`src/rtl/core/cps_pkg.sv`:
```
// shared constants, codes and types for the charlieplexed led pwm scanner
package cps_pkg;

	localparam int TICKS_PER_LED = 4;
	localparam int PORT_BITS     = 8;
	localparam int MAX_LEDS      = 240;

	localparam int TICK_W  = $clog2(TICKS_PER_LED + 1);
	localparam int LED_W   = $clog2(MAX_LEDS);
	localparam int CNT_W   = $clog2(MAX_LEDS + 1);
	localparam int PCNT_W  = $clog2(PORT_BITS + 1);
	localparam int PSEL_W  = $clog2(PORT_BITS);
	localparam int N_W     = $clog2(2 * PORT_BITS + 1);

	// action codes
	localparam logic [1:0] ACT_TICK  = 2'd0;
	localparam logic [1:0] ACT_SET   = 2'd1;
	localparam logic [1:0] ACT_CLEAR = 2'd2;

	// configuration register indexes
	localparam logic [1:0] CFG_LOW_FIRST  = 2'd0;
	localparam logic [1:0] CFG_LOW_COUNT  = 2'd1;
	localparam logic [1:0] CFG_HIGH_FIRST = 2'd2;
	localparam logic [1:0] CFG_HIGH_COUNT = 2'd3;

	typedef struct packed {
		logic [PORT_BITS-1:0] low_dir;
		logic [PORT_BITS-1:0] low_lvl;
		logic [PORT_BITS-1:0] high_dir;
		logic [PORT_BITS-1:0] high_lvl;
	} port_masks_t;

	// pin layout as seen by the decoder, counts already limited to the port
	typedef struct packed {
		logic [PCNT_W-1:0] n_low;
		logic [PCNT_W-1:0] n_high;
		logic [PSEL_W-1:0] s_low;
		logic [PSEL_W-1:0] s_high;
	} pin_cfg_t;

endpackage

```
`src/rtl/core/cps_led_decode.sv`:
```
// led number to pin direction and level masks, one pin row per cycle
module cps_led_decode (
	input  logic                           clk,
	input  logic                           arst_n,
	input  logic                           start,
	input  logic [cps_pkg::LED_W-1:0]      led,
	input  cps_pkg::pin_cfg_t              pins,
	output logic                           done,
	output cps_pkg::port_masks_t           masks
);

	localparam logic [1:0] D_IDLE = 2'd0;
	localparam logic [1:0] D_WALK = 2'd1;
	localparam logic [1:0] D_OUT  = 2'd2;

	logic [1:0]                  state_q;
	logic [cps_pkg::LED_W-2:0]   pair_q;
	logic                        pol_q;
	logic [cps_pkg::LED_W-1:0]   row_start_q;
	logic [cps_pkg::N_W-1:0]     pin_a_q;
	logic [cps_pkg::N_W-1:0]     pin_b_q;
	logic                        hit_q;

	logic [cps_pkg::N_W-1:0]     n_pins;
	logic [cps_pkg::N_W-1:0]     row_len;
	logic [cps_pkg::LED_W-1:0]   row_end;
	logic [cps_pkg::LED_W-1:0]   offset;
	logic [cps_pkg::PORT_BITS-1:0] bit_a;
	logic [cps_pkg::PORT_BITS-1:0] bit_b;
	logic                        high_a;
	logic                        high_b;

	// one-hot bit of a global pin in its port, zero when it falls off the port
	function automatic logic [cps_pkg::PORT_BITS:0] pin_bit(
		input logic [cps_pkg::N_W-1:0] x,
		input cps_pkg::pin_cfg_t       p
	);
		logic                        is_high;
		logic [cps_pkg::N_W:0]       pos;
		logic [cps_pkg::PORT_BITS-1:0] b;
		is_high = (x >= cps_pkg::N_W'(p.n_low));
		if (is_high) begin
			pos = (cps_pkg::N_W+1)'(p.s_high) + (cps_pkg::N_W+1)'(x - cps_pkg::N_W'(p.n_low));
		end else begin
			pos = (cps_pkg::N_W+1)'(p.s_low) + (cps_pkg::N_W+1)'(x);
		end
		b = '0;
		if (pos < (cps_pkg::N_W+1)'(cps_pkg::PORT_BITS)) begin
			b[pos[cps_pkg::PSEL_W-1:0]] = 1'b1;
		end
		return {is_high, b};
	endfunction

	assign n_pins  = cps_pkg::N_W'(pins.n_low) + cps_pkg::N_W'(pins.n_high);
	assign row_len = n_pins - pin_a_q - cps_pkg::N_W'(1);
	assign row_end = row_start_q + cps_pkg::LED_W'(row_len);
	assign offset  = cps_pkg::LED_W'(pair_q) - row_start_q;

	always_ff @(posedge clk or negedge arst_n) begin
		if (!arst_n) begin
			state_q <= D_IDLE;
		end else begin
			case (state_q)
				D_IDLE: begin
					if (start) begin
						state_q <= D_WALK;
					end
				end
				D_WALK: begin
					if (pin_a_q >= n_pins || cps_pkg::LED_W'(pair_q) < row_end) begin
						state_q <= D_OUT;
					end
				end
				D_OUT: state_q <= D_IDLE;
				default: state_q <= D_IDLE;
			endcase
		end
	end

	always_ff @(posedge clk) begin
		case (state_q)
			D_IDLE: begin
				if (start) begin
					pair_q      <= led[cps_pkg::LED_W-1:1];
					pol_q       <= led[0];
					row_start_q <= '0;
					pin_a_q     <= '0;
					hit_q       <= 1'b0;
				end
			end
			D_WALK: begin
				if (pin_a_q >= n_pins) begin
					hit_q <= 1'b0;
				end else if (cps_pkg::LED_W'(pair_q) < row_end) begin
					hit_q   <= 1'b1;
					pin_b_q <= pin_a_q + cps_pkg::N_W'(1) + offset[cps_pkg::N_W-1:0];
				end else begin
					row_start_q <= row_end;
					pin_a_q     <= pin_a_q + cps_pkg::N_W'(1);
				end
			end
			default: ;
		endcase
	end

	assign {high_a, bit_a} = pin_bit(pin_a_q, pins);
	assign {high_b, bit_b} = pin_bit(pin_b_q, pins);

	always_comb begin
		masks = '0;
		if (hit_q) begin
			if (high_a) masks.high_dir = masks.high_dir | bit_a;
			else        masks.low_dir  = masks.low_dir | bit_a;
			if (high_b) masks.high_dir = masks.high_dir | bit_b;
			else        masks.low_dir  = masks.low_dir | bit_b;
			if (!pol_q) begin
				if (high_a) masks.high_lvl = bit_a;
				else        masks.low_lvl  = bit_a;
			end else begin
				if (high_b) masks.high_lvl = bit_b;
				else        masks.low_lvl  = bit_b;
			end
		end
	end

	assign done = (state_q == D_OUT);

endmodule

```
`src/rtl/core/charlieplex_pwm_scanner.sv`:
```
// top level of the charlieplexed led pwm scanner
//
// usage: an item is taken when start is high and busy is low. action selects
// a tick, a duty write for one led (led_index, duty) or a clear of all duties.
// each item returns exactly one result: the four port images and current_led,
// valid in the single cycle where done is high. the receiver cannot stall, so
// done is a one-cycle strobe and the result is lost if not sampled then.
// sequence: set, clear and the unused action go from the exec state straight
// to done; a tick passes exec, an optional blank and advance and, when the
// scan moves to the next led, a read and an optional light before done. each
// blank and each light runs one decode that walks the pin rows up to the led's
// first pin, one row per cycle, then an output state. busy drops the cycle
// after done.
// the duty store is a 240-entry memory with one valid flag per entry; reset
// and a clear item drop all flags at once, so no sweep is needed.
// reset leaves the registers at low port pins 0..7 and no high-port pins, all
// duties zero, the scan on led 0 and all port images zero.
// configuration writes (cfg_write, cfg_index, cfg_data) are registered and
// are meant for idle periods only.
module charlieplex_pwm_scanner (
	input  logic                            clk,
	input  logic                            arst_n,
	input  logic                            start,
	output logic                            busy,
	input  logic [1:0]                      action,
	input  logic [7:0]                      led_index,
	input  logic [7:0]                      duty,
	input  logic                            cfg_write,
	input  logic [1:0]                      cfg_index,
	input  logic [3:0]                      cfg_data,
	output logic                            done,
	output logic [7:0]                      low_port_direction,
	output logic [7:0]                      low_port_level,
	output logic [7:0]                      high_port_direction,
	output logic [7:0]                      high_port_level,
	output logic [7:0]                      current_led
);

	localparam logic [2:0] S_IDLE  = 3'd0;
	localparam logic [2:0] S_EXEC  = 3'd1;
	localparam logic [2:0] S_BLANK = 3'd2;
	localparam logic [2:0] S_ADV   = 3'd3;
	localparam logic [2:0] S_READ  = 3'd4;
	localparam logic [2:0] S_LIGHT = 3'd5;
	localparam logic [2:0] S_DONE  = 3'd6;

	localparam int TW = cps_pkg::TICK_W;
	localparam int LW = cps_pkg::LED_W;
	localparam int CW = cps_pkg::CNT_W;
	localparam int NW = cps_pkg::N_W;

	// configuration registers
	logic [2:0] low_first_q;
	logic [3:0] low_count_q;
	logic [2:0] high_first_q;
	logic [3:0] high_count_q;

	// sequencer and scan state
	logic [2:0]              state_q;
	logic [1:0]              action_q;
	logic [LW-1:0]           index_q;
	logic [7:0]              duty_q;
	logic [CW-1:0]           scan_q;
	logic [TW-1:0]           tick_q;
	logic [TW-1:0]           slot_duty_q;
	cps_pkg::port_masks_t    img_q;

	// duty store: memory plus one valid flag per entry
	logic [TW-1:0]           duty_mem [cps_pkg::MAX_LEDS];
	logic [cps_pkg::MAX_LEDS-1:0] duty_vld_q;
	logic [TW-1:0]           rd_data_q;
	logic                    rd_vld_q;

	cps_pkg::pin_cfg_t       pins;
	cps_pkg::port_masks_t    dec_masks;
	logic                    dec_start;
	logic                    dec_done;

	logic [NW-1:0]           n_pins;
	logic [2*NW-1:0]         led_prod;
	logic [CW-1:0]           led_cnt;
	logic [TW-1:0]           tick_next;
	logic                    blank;
	logic [CW:0]             scan_plus;
	logic [CW-1:0]           scan_next;
	logic [TW-1:0]           duty_sat;
	logic [TW-1:0]           slot_next;
	logic                    mem_we;

	// pin counts above the port width use the whole port
	assign pins.n_low  = (low_count_q > 4'(cps_pkg::PORT_BITS))
		? cps_pkg::PCNT_W'(cps_pkg::PORT_BITS) : cps_pkg::PCNT_W'(low_count_q);
	assign pins.n_high = (high_count_q > 4'(cps_pkg::PORT_BITS))
		? cps_pkg::PCNT_W'(cps_pkg::PORT_BITS) : cps_pkg::PCNT_W'(high_count_q);
	assign pins.s_low  = cps_pkg::PSEL_W'(low_first_q);
	assign pins.s_high = cps_pkg::PSEL_W'(high_first_q);

	// led count n*(n-1), capped at the store depth
	assign n_pins   = NW'(pins.n_low) + NW'(pins.n_high);
	assign led_prod = (2*NW)'(n_pins) * (2*NW)'(n_pins - NW'(1));
	assign led_cnt  = (led_prod > (2*NW)'(cps_pkg::MAX_LEDS))
		? CW'(cps_pkg::MAX_LEDS) : led_prod[CW-1:0];

	assign tick_next = tick_q + TW'(1);
	assign blank     = (slot_duty_q == tick_next) && (scan_q < led_cnt);

	// next led of the scan, wrapping at the count or past it
	assign scan_plus = (CW+1)'(scan_q) + (CW+1)'(1);
	assign scan_next = (led_cnt == '0 || scan_plus >= (CW+1)'(led_cnt))
		? '0 : scan_plus[CW-1:0];

	assign duty_sat = (duty_q > 8'(cps_pkg::TICKS_PER_LED))
		? TW'(cps_pkg::TICKS_PER_LED) : duty_q[TW-1:0];
	assign slot_next = (led_cnt != '0 && rd_vld_q) ? rd_data_q : '0;

	assign mem_we = (state_q == S_EXEC) && (action_q == cps_pkg::ACT_SET)
		&& (CW'(index_q) < led_cnt);

	// the decoder always serves the led the scan points at
	assign dec_start = ((state_q == S_EXEC) && (action_q == cps_pkg::ACT_TICK) && blank)
		|| ((state_q == S_READ) && (slot_next != '0));

	cps_led_decode u_decode (
		.clk    (clk),
		.arst_n (arst_n),
		.start  (dec_start),
		.led    (scan_q[LW-1:0]),
		.pins   (pins),
		.done   (dec_done),
		.masks  (dec_masks)
	);

	// configuration write port
	always_ff @(posedge clk or negedge arst_n) begin
		if (!arst_n) begin
			low_first_q  <= 3'd0;
			low_count_q  <= 4'd8;
			high_first_q <= 3'd0;
			high_count_q <= 4'd0;
		end else if (cfg_write) begin
			case (cfg_index)
				cps_pkg::CFG_LOW_FIRST:  low_first_q  <= cfg_data[2:0];
				cps_pkg::CFG_LOW_COUNT:  low_count_q  <= cfg_data;
				cps_pkg::CFG_HIGH_FIRST: high_first_q <= cfg_data[2:0];
				cps_pkg::CFG_HIGH_COUNT: high_count_q <= cfg_data;
				default: ;
			endcase
		end
	end

	// duty memory, registered read of the next slot's entry
	always_ff @(posedge clk) begin
		if (mem_we) begin
			duty_mem[index_q] <= duty_sat;
		end
		if (state_q == S_ADV) begin
			rd_data_q <= duty_mem[scan_next];
		end
	end

	always_ff @(posedge clk or negedge arst_n) begin
		if (!arst_n) begin
			duty_vld_q <= '0;
			rd_vld_q   <= 1'b0;
		end else begin
			if (mem_we) begin
				duty_vld_q[index_q] <= 1'b1;
			end else if (state_q == S_EXEC && action_q == cps_pkg::ACT_CLEAR) begin
				duty_vld_q <= '0;
			end
			if (state_q == S_ADV) begin
				rd_vld_q <= duty_vld_q[scan_next];
			end
		end
	end

	// item payload
	always_ff @(posedge clk) begin
		if (state_q == S_IDLE && start) begin
			action_q <= action;
			index_q  <= LW'(led_index);
			duty_q   <= duty;
		end
	end

	// sequencer
	always_ff @(posedge clk or negedge arst_n) begin
		if (!arst_n) begin
			state_q     <= S_IDLE;
			scan_q      <= '0;
			tick_q      <= '0;
			slot_duty_q <= '0;
			img_q       <= '0;
		end else begin
			case (state_q)
				S_IDLE: begin
					if (start) begin
						state_q <= S_EXEC;
					end
				end
				S_EXEC: begin
					if (action_q == cps_pkg::ACT_TICK) begin
						tick_q  <= tick_next;
						state_q <= blank ? S_BLANK : S_ADV;
					end else begin
						state_q <= S_DONE;
					end
				end
				S_BLANK: begin
					if (dec_done) begin
						img_q   <= img_q & ~dec_masks;
						state_q <= S_ADV;
					end
				end
				S_ADV: begin
					if (tick_q >= TW'(cps_pkg::TICKS_PER_LED)) begin
						tick_q  <= '0;
						scan_q  <= scan_next;
						state_q <= S_READ;
					end else begin
						state_q <= S_DONE;
					end
				end
				S_READ: begin
					slot_duty_q <= slot_next;
					state_q     <= (slot_next != '0) ? S_LIGHT : S_DONE;
				end
				S_LIGHT: begin
					if (dec_done) begin
						img_q   <= img_q | dec_masks;
						state_q <= S_DONE;
					end
				end
				S_DONE:  state_q <= S_IDLE;
				default: state_q <= S_IDLE;
			endcase
		end
	end

	assign busy                = (state_q != S_IDLE);
	assign done                = (state_q == S_DONE);
	assign low_port_direction  = img_q.low_dir;
	assign low_port_level      = img_q.low_lvl;
	assign high_port_direction = img_q.high_dir;
	assign high_port_level     = img_q.high_lvl;
	assign current_led         = 8'(scan_q);

	// result strobe lasts a single cycle
	a_done_pulse: assert property (@(posedge clk) disable iff (!arst_n)
		done |=> !done)
		else $error("done held for more than one cycle");

	// an accepted item makes the block busy
	a_accept_busy: assert property (@(posedge clk) disable iff (!arst_n)
		(start && !busy) |=> busy)
		else $error("item accepted but block not busy");

	// between items the tick counter stays inside the slot
	a_tick_range: assert property (@(posedge clk) disable iff (!arst_n)
		(state_q == S_IDLE) |-> (tick_q < TW'(cps_pkg::TICKS_PER_LED)))
		else $error("tick counter left the slot range");

	// decoder only answers while the sequencer waits for it
	a_dec_owner: assert property (@(posedge clk) disable iff (!arst_n)
		dec_done |-> (state_q == S_BLANK || state_q == S_LIGHT))
		else $error("decoder finished outside a wait state");

	// latched slot duty never exceeds the slot length
	a_slot_duty: assert property (@(posedge clk) disable iff (!arst_n)
		slot_duty_q <= TW'(cps_pkg::TICKS_PER_LED))
		else $error("slot duty above ticks per led");

endmodule
```
`config.mk`:
```
export PLATFORM = sky130hd
export DESIGN_NAME = charlieplex_pwm_scanner
export DESIGN_NICKNAME = d
export VERILOG_FILES = /design/src/rtl/core/cps_pkg.sv /design/src/rtl/core/cps_led_decode.sv /design/src/rtl/core/charlieplex_pwm_scanner.sv
export SDC_FILE = /design/constraint.sdc
export NUM_CORES = 2
export LEC_CHECK = 0
export ABC_AREA = 1
export BUFFER_PORTS_ARGS = -buffer_cell sky130_fd_sc_hd__buf_2
export CAP_MARGIN = 5
export CORE_ASPECT_RATIO = 2
export CORE_MARGIN = 5
export CORE_UTILIZATION = 45
export DETAILED_ROUTE_END_ITERATION = 10
export HOLD_SLACK_MARGIN = 0.08
export SLEW_MARGIN = 20
export SYNTH_ARGS = -nofsm -noshare
export SYNTH_HDL_FRONTEND = slang
export SYNTH_HIERARCHICAL = 1
export SYNTH_SLANG_ARGS = --single-unit
```
`constraint.sdc`:
```
create_clock -name clk -period 8.4 [get_ports clk]
set_clock_uncertainty 0.1 [all_clocks]
set_input_delay 0.84 -clock clk [delete_from_list [all_inputs] [get_ports clk]]
set_output_delay 0.84 -clock clk [all_outputs]
set_load 0.05 [all_outputs]
```
; ---- Word-level counts from Yosys, hierarchy flattened
; Memories as Yosys holds them, arrays and structs flattened. A register that Yosys moved wholly into a read port is not among the register bits.
; Index checks and enable logic that the tools add are counted.
[word_totals]
register_bits = 351
latch_bits = 0
ram_bits = 720
rom_bits = 0
input_bits = 28
out_inout_bits = 42
elab_cells = 196
mem_count = 1
[mem_list]
columns = name, words, word_bits, read_ports, rd_ports_with_merged_regs, wr, line_no
row1 = duty_mem, 240, 3, 1, 1, 1, charlieplex_pwm_scanner.sv:69  ; logic [TW-1:0] duty_mem [cps_pkg::MAX_LEDS];
[op_classes]
addsub = 16
n_mul = 1
div_mod_pow = 0
order_cmp = 21
n_eq_ne = 24
n_shift = 0
muxes = 62
bitwise = 7
reduce_logical = 40
[op_table]
columns = operator, n
row1 = $mux 240, 2
row2 = $or 240x240->240, 1
row3 = $mux 8, 17
row4 = $mux 32, 3
row5 = $pmux 32 s2, 1
row6 = $and 32x32->32, 1
row7 = $not 32->32, 1
row8 = $or 32x32->32, 1
row9 = $mux 3, 8
row10 = $lt 8x9->1 const B, 2
row11 = $pmux 3 s6, 1
row12 = $lt 8x8->1, 2
row13 = $or 8x8->8, 2
row14 = $pmux 8 s2, 1
row15 = $mux 5, 3
row16 = $reduce_and 3->1, 5
row17 = $reduce_and 2->1, 7
row18 = $add 3x5->6, 2
row19 = $add 3x6->6, 2
row20 = $logic_and 1x1->1, 12
row21 = $lt 6x4->1 const B, 2
row22 = $mux 6, 2
row23 = $ne 2x2->1 const B, 6
row24 = $sub 5x4->6, 2
row25 = 48 further kinds, 85

; ---- Logic depth before layout (Yosys ltp)
[logic_depth]
word_depth = 19
ltp_mapped = 54
ltp_nobuf = 52

; ---- By module
; The synthesis kept the hierarchy.
[by_module_without_submodules]
columns = mod, instances, cells_each, area_per_inst_um2, seq_area_each_um2
row1 = charlieplex_pwm_scanner, 1, 4454, 47296.6, 29859.9
row2 = cps_led_decode, 1, 596, 4162.7, 860.8

; ---- Worst setup path before layout
; Ideal clock, no wire load.
[synth_timing]
kind = reg-to-reg
startpoint = register low_count_q[3]
endpoint = register rd_data_q[1] (read register of duty_mem), data pin
setup_time_ns = 0.253
t_arrival_ns = 7.929
required_ns = 8.047
setup_slack_ns = 0.118
path_stages_with_launch = 46
path_buffers = 2
synth_period_minus_slack_ns = 8.282
cell_sequence = dfstp_2 nor2_1 ha_1 fa_1 inv_1 ha_1 nand3_1 ha_1 or2_2 fa_1 fa_1 inv_1 fa_1 fa_1 inv_1 fa_1 inv_1 nand3_1 [... 10 more ...] a21o_1 a211oi_1 nand2_1 inv_1 nand2_1 inv_2 nand3_4 buf_6 buf_6 or2_2 o211ai_1 nand3_1 nand3_1 nand3_1 nand3_1 nand3_1 nand3_1 nand2_1
[synth_rtl]
columns = element, line_no
row1 = "start, declared", charlieplex_pwm_scanner.sv:54  ; logic [3:0] low_count_q;
row2 = "start signal, assigned", charlieplex_pwm_scanner.sv:143  ; cps_pkg::CFG_LOW_COUNT: low_count_q <= cfg_data;
row3 = "end, declared", charlieplex_pwm_scanner.sv:71  ; logic [TW-1:0] rd_data_q;

==> impl_metrics.json <==
{
  "syn-mean-instance-area_um2": 10.2,
  "fmaxAchievable_mhz": 119,
  "critical_path.max_fanout": 14,
  "cell_variety_after_synth": 49,
  "cts_root_buf": "sky130_fd_sc_hd__clkbuf_16",
  "vertical_die_dimension_um": 488,
  "routed_wl_um": 167000,
  "ys_async_sr_fraction": 0.285,
  "synth-edff-count": 768,
  "syn2layout_area_growth_pct": 16.4,
  "proportion_of_synthesized_chip_area_in_sequential_cells": 0.597,
  "drcViolationCount": 0,
  "synth_top_cell_by_area": "sky130_fd_sc_hd__edfxtp_1",
  "startpoint": "low_count_q[3]$_DFFE_PN1P_",
  "num_vias": 38900,
  "placeableCoreArea_um2": 114000,
  "final_max_slew_viol_count": 0,
  "syn-num-nets": 5208,
  "vdd_ir_drop_max_mv": 0.270,
  "critical-path-top-cell-by-count": "sky130_fd_sc_hd__buf_4",
  "wire_length_of_the_first_global_routing_pass_um": 246000,
  "number_of_antenna_violations_at_the_first_check_in_global_routing": 2,
  "post-route-period-util": 1.00,
  "track_usage": 0.268,
  "floorplan.io_pins": 70,
  "global_placement_routability_congestion": 0.954,
  "cts_made_buffers": 95,
  "synth.top_cell.area_share": 0.448,
  "number_of_cell_rows": 175,
  "slowest_cell_on_the_critical_path": "sky130_fd_sc_hd__fa_2",
  "grt_pass1_vias": 39800,
  "worstSetupPathType": "reg2reg",
  "initial_utilization": 0.453,
  "final.min_clock_period_ns": 8.40,
  "floorplan.die.width_um": 249,
  "final_common_cell": "sky130_fd_sc_hd__edfxtp_1",
  "grt_overflow_total": 0,
  "worst_ep_required_time_ns": 8.75,
  "timing_worst_slew_pin_value_ns": 1.21,
  "synth_area_um2": 51500,
  "final_area_um2": 59900,
  "cts_sinks": 1074,
  "cap_viol_max_count": 0,
  "slowest_delay_ns": 0.57,
  "critical_path.startpoint_type": "flop",
  "grt.met3_usage": 0.0338,
  "clockBufferDepth": 3,
  "top_usage_layer": "met2",
  "dpl-instance-area_um2": 55300,
  "vias_per_cell": 5.68,
  "static-leakage-power_uw": 0.0229,
  "reg2reg_from": "low_count_q[3]$_DFFE_PN1P_",
  "yosysWarningCount": 6,
  "dominantRegCellSynth": "sky130_fd_sc_hd__edfxtp_1",
  "synth_instances": 5050,
  "end_kind": "flop",
  "dr.first_iter.drc_count": 2972,
  "place_hpwl_um": 110000,
  "port-buffer-count": 69,
  "min-delay-path-class": "in2async",
  "drt.antenna.violating_nets": 0,
  "num-nets-final": 5411,
  "biggest_area_contributors_in_the_synthesized_netlist": "sky130_fd_sc_hd__edfxtp_1, sky130_fd_sc_hd__dfrtp_1, sky130_fd_sc_hd__nand3_1",
  "wl_per_cell_um": 24.4,
  "slew_headroom": 0.196,
  "ratio_of_cells_with_drive_above_1_in_the_final_layout": 0.147,
  "finalSetupTns_ns": 0,
  "unrepaired_setup_endpoints_after_global_routing": "true",
  "pin_count_of_the_biggest_net_entering_global_routing": 181,
  "grt_util_met1": 0.272,
  "finalSetupViolCount": 0,
  "groute.layer.met2.usage": 0.508,
  "detail_route.first_pass.iterations": 6,
  "dieArea_um2": 122000,
  "crit_arrival_ns": 8.75,
  "postSynthRegisterBits": 1074,
  "htreeDepth": 3,
  "hold_viol_final": 0,
  "whs_ns": 0.0856,
  "most_used_cells_in_the_layout_excluding_fill_and_tap_cells": "sky130_fd_sc_hd__edfxtp_1, sky130_fd_sc_hd__inv_1, sky130_fd_sc_hd__nand2_1, sky130_fd_sc_hd__nand3_1, sky130_fd_sc_hd__nor2_1",
  "pwr_density_cell_nw_per_um2": 354,
  "clock_insertion_delay_worst_skew_ns": 0.71,
  "run_status": "completed",
  "clkTransAtPathRegs_ns": 0.07,
  "tritoncts_clock_tree": "yes"
}
## power by group
| group | switching [uW] | internal [uW] | total [uW] |
|---|---|---|---|
| clock | 2040 | 2630 | 4660 |
| combinational | 6450 | 4230 | 10700 |
| sequential | 74.9 | 5770 | 5840 |
## layout make-up
cell class,instances,area [um^2]
fillers,9989,53700
flip-flops and latches,1074,30700
well taps,1504,1880
clock buffers,113,2530
inverters,718,2740
repair buffers,401,4140
multi-input cells,2963,17100
clock inverters,63,752
diodes,2,5.00
## registers in the layout, indices dropped and copies added, names as in the netlist, 5 cells and up, named ones only
signal,count
duty_mem,720
u_decode/pin_b_q,5
u_decode/pin_a_q,5
u_decode/row_start_q,8
index_q,8
current_led,8
duty_q,8
duty_vld_q,240
u_decode/pair_q,7
## timing repair
action	CTS	global route
cloned	10	2
buffers inserted	25	4
hold buffers	0	0
pin swaps	76	14
setup endpoints to repair	14	17
resized for setup	128	26
## worst paths after layout
| path | endpoint | slack, ns | cells past startpoint |
|---|---|---|---|
| worst max-delay path | rd_data_q[2]$_DFFE_PP_ | 0.003 | 44 |
| worst min-delay path | high_count_q[0]$_DFFE_PN0P_ | 0.09 | 1 |
| worst max register to register | rd_data_q[2]$_DFFE_PP_ | 0.003 | 44 |
| worst min register to register | flop | 0.38 | 2 |
| max in group asynchronous | duty_vld_q[146]$_DFFE_PN0P_ | 6.55 | 2 |
| min in group clk | duty_q[0]$_DFFE_PP_ | 0.21 | 1 |
## per-stage QoR
step                 util  total power [uW]  std cells  setup WS (ns)
finish              0.527             21200       6838        0.00293
global route        0.527             22200       6837         -0.301
CTS                 0.525             21000       6830         0.0379
detailed placement  0.487             14900       6620         -0.634
global placement    0.487             14900       6620         -0.722
floorplan               -             11400       5050          0.118
## synthesized netlist by cell type (29+ instances only)
library cell and number:
sky130_fd_sc_hd__fa_1 29, sky130_fd_sc_hd__edfxtp_1 768, sky130_fd_sc_hd__or2_2 42, sky130_fd_sc_hd__nor2_1 487
sky130_fd_sc_hd__buf_2 109, sky130_fd_sc_hd__nand4_1 102, sky130_fd_sc_hd__or2_1 151, sky130_fd_sc_hd__inv_1 699
sky130_fd_sc_hd__dfrtp_1 305, sky130_fd_sc_hd__a21oi_1 254, sky130_fd_sc_hd__nand3_1 573, sky130_fd_sc_hd__o21ba_2 37
sky130_fd_sc_hd__ha_1 101, sky130_fd_sc_hd__clkbuf_1 125, sky130_fd_sc_hd__o211ai_1 270, sky130_fd_sc_hd__o21ai_0 146
sky130_fd_sc_hd__o221ai_1 56, sky130_fd_sc_hd__nand2_1 565
## kinds of logic (layout without fill, tap and decap cells)
family / count (synthesis) / count (layout) / synth area share
AND/OR/NAND/NOR: 1997 / 1997 / 0.179
AO/OA/AOI/OAI: 802 / 802 / 0.100
XOR/XNOR: 34 / 34 / 0.00579
flip-flops: 1074 / 1074 / 0.597
other: 0 / 2 / 0
buffers and inverters: 1013 / 1295 / 0.0819
adder cells (fa/ha/maj): 130 / 130 / 0.0358
## worst max-delay path, delay by kind of cell, from the launching register on
family          cells  cell delay [ns]
flops               1             0.53
fa+ha+maj          10             3.70
simple gates       14             1.41
buf+inv            17             1.96
compound gates      3             0.41
## per-layer routing
metal | vias to the layer above | part of all wire
li1 | 17600 | -
met1 | 19300 | 0.33
met2 | 1432 | 0.54
met3 | 532 | 0.052
met4 | 2 | 0.078
met5 | - | 0.000078
Note: power is estimated with default switching activity, not from simulation.
